==> config.mk <==
export PLATFORM = sky130hd
export DESIGN_NAME = wqult_ctrl
export DESIGN_NICKNAME = d
export VERILOG_FILES = /design/src/design/wqult_pkg.sv /design/src/design/wqult_ctrl.sv
export SDC_FILE = /design/constraint.sdc
export NUM_CORES = 2
export LEC_CHECK = 0
export BUFFER_PORTS_ARGS = -buffer_cell sky130_fd_sc_hd__buf_2
export CAP_MARGIN = 20
export CELL_PAD_IN_SITES_DETAIL_PLACEMENT = 2
export CELL_PAD_IN_SITES_GLOBAL_PLACEMENT = 2
export CORE_ASPECT_RATIO = 0.7
export CORE_MARGIN = 2
export CORE_UTILIZATION = 39
export CTS_BUF_LIST = sky130_fd_sc_hd__clkbuf_4 sky130_fd_sc_hd__clkbuf_8
export DETAILED_ROUTE_END_ITERATION = 8
export PLACE_DENSITY_LB_ADDON = 0.1
export SETUP_SLACK_MARGIN = 0.2
export SLEW_MARGIN = 40
export SYNTH_ARGS = -nofsm -noshare
export SYNTH_HDL_FRONTEND = slang
export SYNTH_SLANG_ARGS = --single-unit
==> constraint.sdc <==
create_clock -name clock -period 15.3 [get_ports clock]
set_input_delay 3.825 -clock clock [delete_from_list [all_inputs] [get_ports clock]]
set_output_delay 3.825 -clock clock [all_outputs]
set_load 0.1 [all_outputs]
==> src/design/wqult_pkg.sv <==
// Package for the word query usage learning table.
// Holds table sizes, entry and configuration types, and request codes.
`timescale 1ns / 1ps
package wqult_pkg;
   localparam int ENTRIES = 256;
   localparam int IDX_W = $clog2(ENTRIES);
   localparam int COUNT_W = 8;
   localparam logic [COUNT_W-1:0] COUNT_MAX = 8'd255;
   localparam int CSR_INDEX_W = 3;
   localparam int CSR_DATA_W = 32;

   // request codes
   localparam logic [1:0] FUNC_TICK = 2'd0;
   localparam logic [1:0] FUNC_RECORD = 2'd1;
   localparam logic [1:0] FUNC_REMOVE = 2'd2;
   localparam logic [1:0] FUNC_SCORE = 2'd3;

   // register indexes
   localparam logic [CSR_INDEX_W-1:0] CSR_WORD_FREQ_CAP = 3'd0;
   localparam logic [CSR_INDEX_W-1:0] CSR_WORD_FREQ_STEP = 3'd1;
   localparam logic [CSR_INDEX_W-1:0] CSR_WORD_RECENCY_WINDOW = 3'd2;
   localparam logic [CSR_INDEX_W-1:0] CSR_WORD_RECENCY_STEP = 3'd3;
   localparam logic [CSR_INDEX_W-1:0] CSR_QUERY_FREQ_CAP = 3'd4;
   localparam logic [CSR_INDEX_W-1:0] CSR_QUERY_FREQ_STEP = 3'd5;
   localparam logic [CSR_INDEX_W-1:0] CSR_QUERY_PREFERRED_WINDOW = 3'd6;

   localparam logic [1:0] RANK_PREFERRED = 2'd2;
   localparam logic [1:0] RANK_NONE = 2'd0;

   typedef struct packed {
      logic               wv;
      logic [31:0]        wkey;
      logic [COUNT_W-1:0] wuses;
      logic [31:0]        wstamp;
      logic               qv;
      logic [31:0]        qkey;
      logic [31:0]        qword;
      logic [COUNT_W-1:0] quses;
      logic [31:0]        qstamp;
   } entry_type;

   typedef struct packed {
      logic [7:0]  word_freq_cap;
      logic [15:0] word_freq_step;
      logic [15:0] word_recency_window;
      logic [15:0] word_recency_step;
      logic [7:0]  query_freq_cap;
      logic [15:0] query_freq_step;
      logic [31:0] query_preferred_window;
   } cfg_type;
endpackage

==> src/design/wqult_ctrl.sv <==
// Head unit of the ring: sequences scan and write passes, updates entries, forms results.
// Depends on wqult_pkg.
`timescale 1ns / 1ps
module wqult_ctrl
   import wqult_pkg::*;
(
   input  logic        clock,
   input  logic        reset,
   input  logic        start,
   input  logic [1:0]  func,
   input  logic [31:0] word_id,
   input  logic [31:0] qhash,
   input  cfg_type     cfg,
   input  entry_type   head,
   output entry_type   wback,
   output logic        shift,
   output logic        busy,
   output logic        rsp_valid,
   output logic        rsp_removed,
   output logic [7:0]  rsp_use_count,
   output logic [23:0] rsp_freq_bonus,
   output logic [31:0] rsp_recency_bonus,
   output logic [23:0] rsp_query_bonus,
   output logic [1:0]  rsp_preference_rank
);
   typedef enum logic [3:0] {
      ST_IDLE  = 4'b0001,
      ST_SCAN  = 4'b0010,
      ST_WRITE = 4'b0100,
      ST_FIN   = 4'b1000
   } state_type;

   localparam logic [IDX_W-1:0] IDX_LAST = IDX_W'(ENTRIES - 1);

   state_type state_ff, state_in;
   logic [IDX_W-1:0] idx_ff, idx_in;
   logic [1:0] func_ff, func_in;
   logic [31:0] id_ff, id_in, hash_ff, hash_in, clock_ff, clock_in;
   logic w_hit_ff, w_hit_in, w_inv_ff, w_inv_in, q_sel_ff, q_sel_in;
   logic [IDX_W-1:0] w_hit_idx_ff, w_hit_idx_in, w_inv_idx_ff, w_inv_idx_in;
   logic [IDX_W-1:0] w_min_idx_ff, w_min_idx_in, q_sel_idx_ff, q_sel_idx_in;
   logic [IDX_W-1:0] q_min_idx_ff, q_min_idx_in;
   logic [31:0] w_min_stamp_ff, w_min_stamp_in, q_min_stamp_ff, q_min_stamp_in;
   logic s_wfound_ff, s_wfound_in, s_rec_ok_ff, s_rec_ok_in;
   logic s_qfound_ff, s_qfound_in, s_pref_ff, s_pref_in, hit_ff, hit_in;
   logic [7:0] s_uses_ff, s_uses_in, s_quses_ff, s_quses_in;
   logic [15:0] s_rec_diff_ff, s_rec_diff_in;
   logic rsp_valid_ff;
   logic rsp_removed_ff;
   logic [7:0] rsp_use_count_ff;
   logic [23:0] rsp_freq_ff, rsp_qbonus_ff;
   logic [31:0] rsp_rec_ff;
   logic [1:0] rsp_rank_ff;

   logic w_match, q_match, q_remove_match, last;
   logic [31:0] w_age, q_age;
   logic [IDX_W-1:0] w_target, q_target;
   logic q_restart;
   logic [7:0] w_cap_uses, q_cap_uses;

   assign w_match = head.wv && (head.wkey == id_ff);
   assign q_match = head.qv && (head.qkey == hash_ff) && (head.qword == id_ff);
   assign q_remove_match = head.qv && (head.qword == id_ff)
                           && ((hash_ff == 32'd0) || (head.qkey == hash_ff));
   assign w_age = clock_ff - head.wstamp;
   assign q_age = clock_ff - head.qstamp;
   assign last = (idx_ff == IDX_LAST);
   assign w_target = w_hit_ff ? w_hit_idx_ff : (w_inv_ff ? w_inv_idx_ff : w_min_idx_ff);
   assign q_target = q_sel_ff ? q_sel_idx_ff : q_min_idx_ff;
   assign q_restart = !head.qv || (head.qkey != hash_ff) || (head.qword != id_ff);

   assign shift = (state_ff == ST_SCAN) || (state_ff == ST_WRITE);
   assign busy = (state_ff != ST_IDLE);

   // modify the entry leaving the head before it reenters the ring tail
   always_comb begin
      wback = head;
      if (state_ff == ST_SCAN && func_ff == FUNC_REMOVE) begin
         if (w_match) begin
            wback.wv = 1'b0;
            wback.wkey = 32'd0;
            wback.wuses = '0;
            wback.wstamp = 32'd0;
         end
         if (q_remove_match) begin
            wback.qv = 1'b0;
            wback.qkey = 32'd0;
            wback.qword = 32'd0;
            wback.quses = '0;
            wback.qstamp = 32'd0;
         end
      end else if (state_ff == ST_WRITE) begin
         if (idx_ff == w_target) begin
            wback.wv = 1'b1;
            wback.wkey = id_ff;
            wback.wstamp = clock_ff;
            if (!w_hit_ff) begin
               wback.wuses = 8'd1;
            end else if (head.wuses != COUNT_MAX) begin
               wback.wuses = head.wuses + 8'd1;
            end
         end
         if (hash_ff != 32'd0 && idx_ff == q_target) begin
            wback.qv = 1'b1;
            wback.qkey = hash_ff;
            wback.qword = id_ff;
            wback.qstamp = clock_ff;
            if (q_restart) begin
               wback.quses = 8'd1;
            end else if (head.quses != COUNT_MAX) begin
               wback.quses = head.quses + 8'd1;
            end
         end
      end
   end

   // sequence control and accumulate scan results
   always_comb begin
      state_in = state_ff;
      idx_in = idx_ff;
      func_in = func_ff;
      id_in = id_ff;
      hash_in = hash_ff;
      clock_in = clock_ff;
      w_hit_in = w_hit_ff;
      w_hit_idx_in = w_hit_idx_ff;
      w_inv_in = w_inv_ff;
      w_inv_idx_in = w_inv_idx_ff;
      w_min_idx_in = w_min_idx_ff;
      w_min_stamp_in = w_min_stamp_ff;
      q_sel_in = q_sel_ff;
      q_sel_idx_in = q_sel_idx_ff;
      q_min_idx_in = q_min_idx_ff;
      q_min_stamp_in = q_min_stamp_ff;
      s_wfound_in = s_wfound_ff;
      s_uses_in = s_uses_ff;
      s_rec_ok_in = s_rec_ok_ff;
      s_rec_diff_in = s_rec_diff_ff;
      s_qfound_in = s_qfound_ff;
      s_quses_in = s_quses_ff;
      s_pref_in = s_pref_ff;
      hit_in = hit_ff;
      unique case (state_ff)
         ST_IDLE: begin
            if (start) begin
               func_in = func;
               id_in = word_id;
               hash_in = qhash;
               idx_in = '0;
               w_hit_in = 1'b0;
               w_inv_in = 1'b0;
               q_sel_in = 1'b0;
               s_wfound_in = 1'b0;
               s_qfound_in = 1'b0;
               s_pref_in = 1'b0;
               hit_in = 1'b0;
               if (func == FUNC_TICK) begin
                  clock_in = clock_ff + 32'd1;
                  state_in = ST_FIN;
               end else begin
                  state_in = ST_SCAN;
               end
            end
         end
         ST_SCAN: begin
            // word lookup, free slot and oldest entry
            if (w_match && !w_hit_ff) begin
               w_hit_in = 1'b1;
               w_hit_idx_in = idx_ff;
            end
            if (!head.wv && !w_inv_ff) begin
               w_inv_in = 1'b1;
               w_inv_idx_in = idx_ff;
            end
            if (idx_ff == '0 || (head.wv && head.wstamp < w_min_stamp_ff)) begin
               w_min_idx_in = idx_ff;
               w_min_stamp_in = head.wstamp;
            end
            // query slot and oldest query entry
            if ((!head.qv || head.qkey == hash_ff) && !q_sel_ff) begin
               q_sel_in = 1'b1;
               q_sel_idx_in = idx_ff;
            end
            if (idx_ff == '0 || (head.qv && head.qstamp < q_min_stamp_ff)) begin
               q_min_idx_in = idx_ff;
               q_min_stamp_in = head.qstamp;
            end
            // score capture: counts from the first matching entries, preference from any match
            if (w_match && !s_wfound_ff) begin
               s_wfound_in = 1'b1;
               s_uses_in = head.wuses;
               s_rec_ok_in = (w_age < {16'd0, cfg.word_recency_window});
               s_rec_diff_in = cfg.word_recency_window - w_age[15:0];
            end
            if (hash_ff != 32'd0 && q_match) begin
               if (!s_qfound_ff) begin
                  s_qfound_in = 1'b1;
                  s_quses_in = head.quses;
               end
               if (q_age <= cfg.query_preferred_window) begin
                  s_pref_in = 1'b1;
               end
            end
            if (w_match || q_remove_match) begin
               hit_in = 1'b1;
            end
            idx_in = idx_ff + IDX_W'(1);
            if (last) begin
               state_in = (func_ff == FUNC_RECORD) ? ST_WRITE : ST_FIN;
            end
         end
         ST_WRITE: begin
            idx_in = idx_ff + IDX_W'(1);
            if (last) begin
               state_in = ST_FIN;
            end
         end
         ST_FIN: begin
            state_in = ST_IDLE;
         end
         default: begin
            state_in = ST_IDLE;
         end
      endcase
   end

   assign w_cap_uses = (s_uses_ff < cfg.word_freq_cap) ? s_uses_ff : cfg.word_freq_cap;
   assign q_cap_uses = (s_quses_ff < cfg.query_freq_cap) ? s_quses_ff : cfg.query_freq_cap;

   // hold control state
   always_ff @(posedge clock) begin
      if (reset) begin
         state_ff <= ST_IDLE;
         clock_ff <= 32'd0;
         rsp_valid_ff <= 1'b0;
      end else begin
         state_ff <= state_in;
         clock_ff <= clock_in;
         rsp_valid_ff <= (state_ff == ST_FIN);
      end
   end

   // advance scan registers
   always_ff @(posedge clock) begin
      idx_ff <= idx_in;
      func_ff <= func_in;
      id_ff <= id_in;
      hash_ff <= hash_in;
      w_hit_ff <= w_hit_in;
      w_hit_idx_ff <= w_hit_idx_in;
      w_inv_ff <= w_inv_in;
      w_inv_idx_ff <= w_inv_idx_in;
      w_min_idx_ff <= w_min_idx_in;
      w_min_stamp_ff <= w_min_stamp_in;
      q_sel_ff <= q_sel_in;
      q_sel_idx_ff <= q_sel_idx_in;
      q_min_idx_ff <= q_min_idx_in;
      q_min_stamp_ff <= q_min_stamp_in;
      s_wfound_ff <= s_wfound_in;
      s_uses_ff <= s_uses_in;
      s_rec_ok_ff <= s_rec_ok_in;
      s_rec_diff_ff <= s_rec_diff_in;
      s_qfound_ff <= s_qfound_in;
      s_quses_ff <= s_quses_in;
      s_pref_ff <= s_pref_in;
      hit_ff <= hit_in;
   end

   // form the result; fields that the request does not produce stay zero
   always_ff @(posedge clock) begin
      if (state_ff == ST_FIN) begin
         rsp_removed_ff <= (func_ff == FUNC_REMOVE) && hit_ff;
         rsp_use_count_ff <= '0;
         rsp_freq_ff <= '0;
         rsp_rec_ff <= '0;
         rsp_qbonus_ff <= '0;
         rsp_rank_ff <= RANK_NONE;
         if (func_ff == FUNC_SCORE) begin
            if (s_wfound_ff) begin
               rsp_use_count_ff <= s_uses_ff;
               rsp_freq_ff <= w_cap_uses * cfg.word_freq_step;
               if (s_rec_ok_ff) begin
                  rsp_rec_ff <= s_rec_diff_ff * cfg.word_recency_step;
               end
            end
            if (s_qfound_ff) begin
               rsp_qbonus_ff <= q_cap_uses * cfg.query_freq_step;
            end
            if (s_pref_ff) begin
               rsp_rank_ff <= RANK_PREFERRED;
            end
         end
      end
   end

   assign rsp_valid = rsp_valid_ff;
   assign rsp_removed = rsp_removed_ff;
   assign rsp_use_count = rsp_use_count_ff;
   assign rsp_freq_bonus = rsp_freq_ff;
   assign rsp_recency_bonus = rsp_rec_ff;
   assign rsp_query_bonus = rsp_qbonus_ff;
   assign rsp_preference_rank = rsp_rank_ff;
endmodule

# Word level (Yosys, flattened, before mapping)

Index checks and enable logic that the tools add are counted.

Bits in registers: 346
Latch bits: 0
Bits in writable memories: 0
Memory bits (read-only): 0
Bits of input ports: 359
Output and inout bits: 272
Word-level logic and storage cells: 173
Memories: 0

Add/sub/neg operators: 7
Multipliers: 3
Div/mod/pow operators: 0
Order comparisons: 6
Equality and inequality tests: 28
Shifts and indexed selects: 0
Mux-type cells: 40
Bitwise gates (word level): 1
Reductions and logical operators: 57

Operators with widths:

| cell                                           | number |
|---|---|
| two-way mux 178 bit                            | 2 |
| two-way mux 105 bit                            | 2 |
| two-way mux 73 bit                             | 2 |
| == test 32 bit                                 | 3 |
| two-way mux 8 bit                              | 10 |
| less-than comparator 32 bit                    | 2 |
| != test 32 bit                                 | 2 |
| subtractor 32 bit                              | 2 |
| multiplier 8 x 16 -> 24 bit                    | 2 |
| adder 32 x 1 -> 32 bit (second input constant) | 1 |
| less-or-equal comparator 32 bit                | 1 |
| logical NOT 32 bit                             | 1 |
| less-than comparator 32 x 16 -> 1 bit          | 1 |
| multiplier 16 x 16 -> 32 bit                   | 1 |
| nonzero test 32 bit                            | 1 |
| AND reduction 3 bit                            | 10 |
| adder 8 x 1 -> 8 bit (second input constant)   | 3 |
| two-way mux 4 bit                              | 5 |
| AND reduction 2 bit                            | 10 |
| == test 8 bit                                  | 2 |
| less-than comparator 8 bit                     | 2 |
| != test 8 bit (second input constant)          | 2 |
| case mux 8 bit (2 select lines)                | 1 |
| subtractor 16 bit                              | 1 |
| other kinds (23)                               | 73 |

# Depth between registers and ports, before layout

Depth in word-level cells: 7
Depth in mapped cells: 31
Gate-level depth less buffers: 30

# Worst setup path before layout

OpenSTA, ideal clock, no wires.

Kind: in2out
Start point: in head[101] in the netlist's numbering
End point: out wback[35] in the netlist's numbering
Arrival: 8,249 ps
Required time: 11,475 ps
Slack: 3,226 ps
Cell stages on the path: 9
Cell sequence: xnor2_1 nand4_1 nor4_1 nand2_1 or2_2 clkbuf_1 nand2_1 nand2_1 o41ai_1

RTL lines:

| item            | RTL line         | text |
|---|---|---|
| start, declared | wqult_ctrl.sv:14 | `input entry_type head,` |
| end, declared   | wqult_ctrl.sv:15 | `output entry_type wback,` |

==> results.toml <==
[logic_synthesis]
synth_edf_count = 308
ys_types = 86
synth_area_um2 = 39610
ys_ff_latch = 345
synthSimpleGateAreaFrac_pct = 19.74
synthAdderAreaFrac_pct = 31.02
syn_nets = 5532
synth_top_family_by_area = "adder cells"
synth_flop_cell = "edfxtp_1"
synthCells = 4410
synth_xor_area_share_pct = 5.573
yosysWarningCount = 0
synth_mux_area_share_pct = 0.9477
synth-compound-area-share_pct = 9.559
avgSynthCellArea_um2 = 8.981
seq_area_frac_synth_pct = 25.22
synthArstFlopShare_pct = 0

[sta]
tightest_slew_ps = 836.3
skew_ps = 39.65
slew_viol_final = 0
hold_violations = 0
setup_viol = 0
fmax_mhz = 91.06
rsz0062_at_grt = "false"
finalCritPeriodShare_pct = 71.78
fin_crit_ps = 10980
tns_ps = 0
relSlewSlack_pct = 43.73

[cts]
cts_resized = 0
cts_max_level = 3
cts_setup_buffers = 0
cts_buffer_depth = 3
cts.clk_slew.worst_paths_ps = 60
clock_tree.root_cell = "clkbuf_8"
cts_buffers = 66
cts_tree = "built"
insertion_delay_ps = 750
cts_hold_buf = 0
clkSinkCount = 345

[floorplan]
ioPinCount = 631
die_x_um = 384.9
core_um2 = 100400
initial_core_util_pct = 39.46
die_h_um = 270.6
rows = 97
dieArea_um2 = 104200

[critical_path]
critical_path.cell_chain = "buf_2, xnor2_1, nand4_1, nor4_1, a21oi_1, nor2_1, nand2_8, nand3_1, o21ai_0, a21o_1, buf_2"
start_kind = "input pin"
path_delay_family = "simple AND/OR/NAND/NOR gates"
cp.arrival_ps = 7160
crit_top_cell = "buf_2"
cp_slowest_cell = "nor4_1"
worstSetupPathType = "input pin to output port"
endpoint_kind = "output port"
slowest_delay_ps = 760
worstPathRequired_ps = 11480
crit_buf_inv = 2
cp_max_fo = 98

[min_path]
min_path_type = "register to register"

[cells_and_area]
post-route-util_pct = 45.63
area_growth_pct = 15.64
drive_gt1_share_pct = 16.53
stdcell_count = 6428
finalNetCount = 6130

[routing]
drt_wl_total_mm = 160.6
drtIter0Drc = 1896
firstDrtPassIters = 5
drc = 0
num_vias = 34583
avgViaCountPerCell = 5.380
antenna_left = 0
detail_route.wl_per_cell_um = 24.98

[placed_design]
gp_congestion = 0.8881
hpwl_mm = 127.3
placed_cells = 6275
placement.io_buffers = 629

[pwr]
power_uw = 5222
switchingPower_uw = 2430
power.density_nw_per_um2 = 114.0
clkPwrFrac_pct = 20.2
peakVddDrop_v = 0.00008359
p_int_uw = 2792
sw_frac_of_total_pct = 46.53
p_seq_share_pct = 23.6
p_leak_uw = 0.02222
comb_power_share_pct = 56.2

[outcome]
status = "complete, no violations"

[run]
cap_violations = 0

[grt]
grt_overflow_total = 0
grt_util_all_layers_pct = 30.58
grt_pass1_vias = 38720
grt_pass1_wl_mm = 241.0
grt_max_degree = 99
antenna_found_initial = 48
## layer usage
layer | vias to the layer above | track usage, % | share of wire, %
li1 | 15716 | - | -
met1 | 17689 | 40.48 | 44
met2 | 891 | 50.06 | 47
met3 | 265 | 6.321 | 6.0
met4 | 22 | 9.375 | 3.2
met5 | - | 0 | 0.085
## power by group through the flow
| stage | sequential (uW) | combinational [uW] | clock (uW) |
|---|---|---|---|
| after floorplan | 1250 | 2030 | 0 |
| after global placement | 1250 | 2730 | 0 |
| after detailed placement | 1250 | 2900 | 0 |
| after CTS | 1240 | 2940 | 1090 |
| after global routing | 1240 | 3260 | 1120 |
| final | 1230 | 2930 | 1050 |
## kinds of logic after synthesis
family	count (synthesis)
simple gates	1598
buf+inv	827
fa+ha+maj	763
compound gates	587
flops	345
xor+xnor	252
mux	37
other cells	1
## cell usage in the layout (no fill, tap or decap), drive strengths merged, types with 6 or more instances in the layout
cell type  count
inv          690
buf          671
nand2        616
ha           398
fa           365
edfxtp       308
a21oi        200
nor2         194
nor2b        187
and2         163
nand3        145
xnor2        143
o21ai        115
xor2         109
a21o         104
clkbuf        95
nand4         67
nand2b        60
nor3          50
dfxtp         37
diode         34
mux2i         33
and3          30
nor4          30
o21bai        22
o21a          21
or3           16
a31oi         16
a211oi        15
clkinv        14
o31ai         13
or2           12
o211ai        10
a2111oi        8
o22ai          6
a41oi          6
## final cells by class
type / count / area, um^2
clock inverters: 23 / 222.7
inverters: 686 / 2575
well taps: 1336 / 1672
flip-flops and latches: 345 / 9990
repair buffers: 671 / 3488
fillers: 11192 / 54570
multi-input cells: 3238 / 26590
diodes: 34 / 85.08
clock buffers: 95 / 1176
## state kept, by name (all words and copies together) (netlist names), 2 cells and up
name	flops
w_hit_idx_ff	8
clock_ff	32
w_min_idx_ff	8
func_ff	2
rsp_freq_bonus	24
s_rec_diff_ff	16
rsp_use_count	8
s_uses_ff	8
w_min_stamp_ff	32
hash_ff	32
w_inv_idx_ff	8
idx_ff	8
s_quses_ff	8
rsp_query_bonus	24
q_min_idx_ff	8
state_ff	4
rsp_recency_bonus	32
q_min_stamp_ff	32
q_sel_idx_ff	8
id_ff	32
## metrics by stage
stage          worst slack, ps  cell area [um^2]  hold WS (ps)
5_1_grt                   4171             45760         588.4
3_5_place_dp              4049             44280         556.8
2_1_floorplan             3226             39610         493.7
3_3_place_gp              4138             44250         533.1
4_1_cts                   4258             45680         570.2
6_report                  4318             45800         565.1
## final timing paths
check / from / to / slack, ps / cells after the start
max reg2reg: s_quses_ff[1]$_DFFE_PP_ / rsp_query_bonus[21]$_SDFFCE_PN0P_ / 7510 / 27
max: head[100] / wback[32] / 4320 / 11
min: s_pref_ff$_DFFE_PP_ / rsp_preference_rank[1]$_SDFFCE_PN0P_ / 570 / 1
min reg2reg: s_pref_ff$_DFFE_PP_ / rsp_preference_rank[1]$_SDFFCE_PN0P_ / 570 / 1
## synth_stat cells, types with 37 or more instances
cell | count | area, um^2
edfxtp_1 | 308 | 9249
nor2_1 | 194 | 728.2
a21o_1 | 104 | 780.8
nand3_1 | 145 | 725.7
ha_1 | 398 | 4980
a21oi_1 | 198 | 991.0
clkbuf_1 | 105 | 394.1
nor3_1 | 49 | 245.2
nand4_1 | 67 | 419.2
nand2b_1 | 60 | 375.4
nor2b_1 | 187 | 1170
and2_1 | 162 | 1013
dfxtp_1 | 37 | 740.7
xor2_1 | 109 | 954.7
inv_1 | 686 | 2575
nand2_1 | 616 | 2312
xnor2_1 | 143 | 1252
o21ai_0 | 110 | 550.5
fa_1 | 365 | 7307
(Power assumes the default switching activity.)
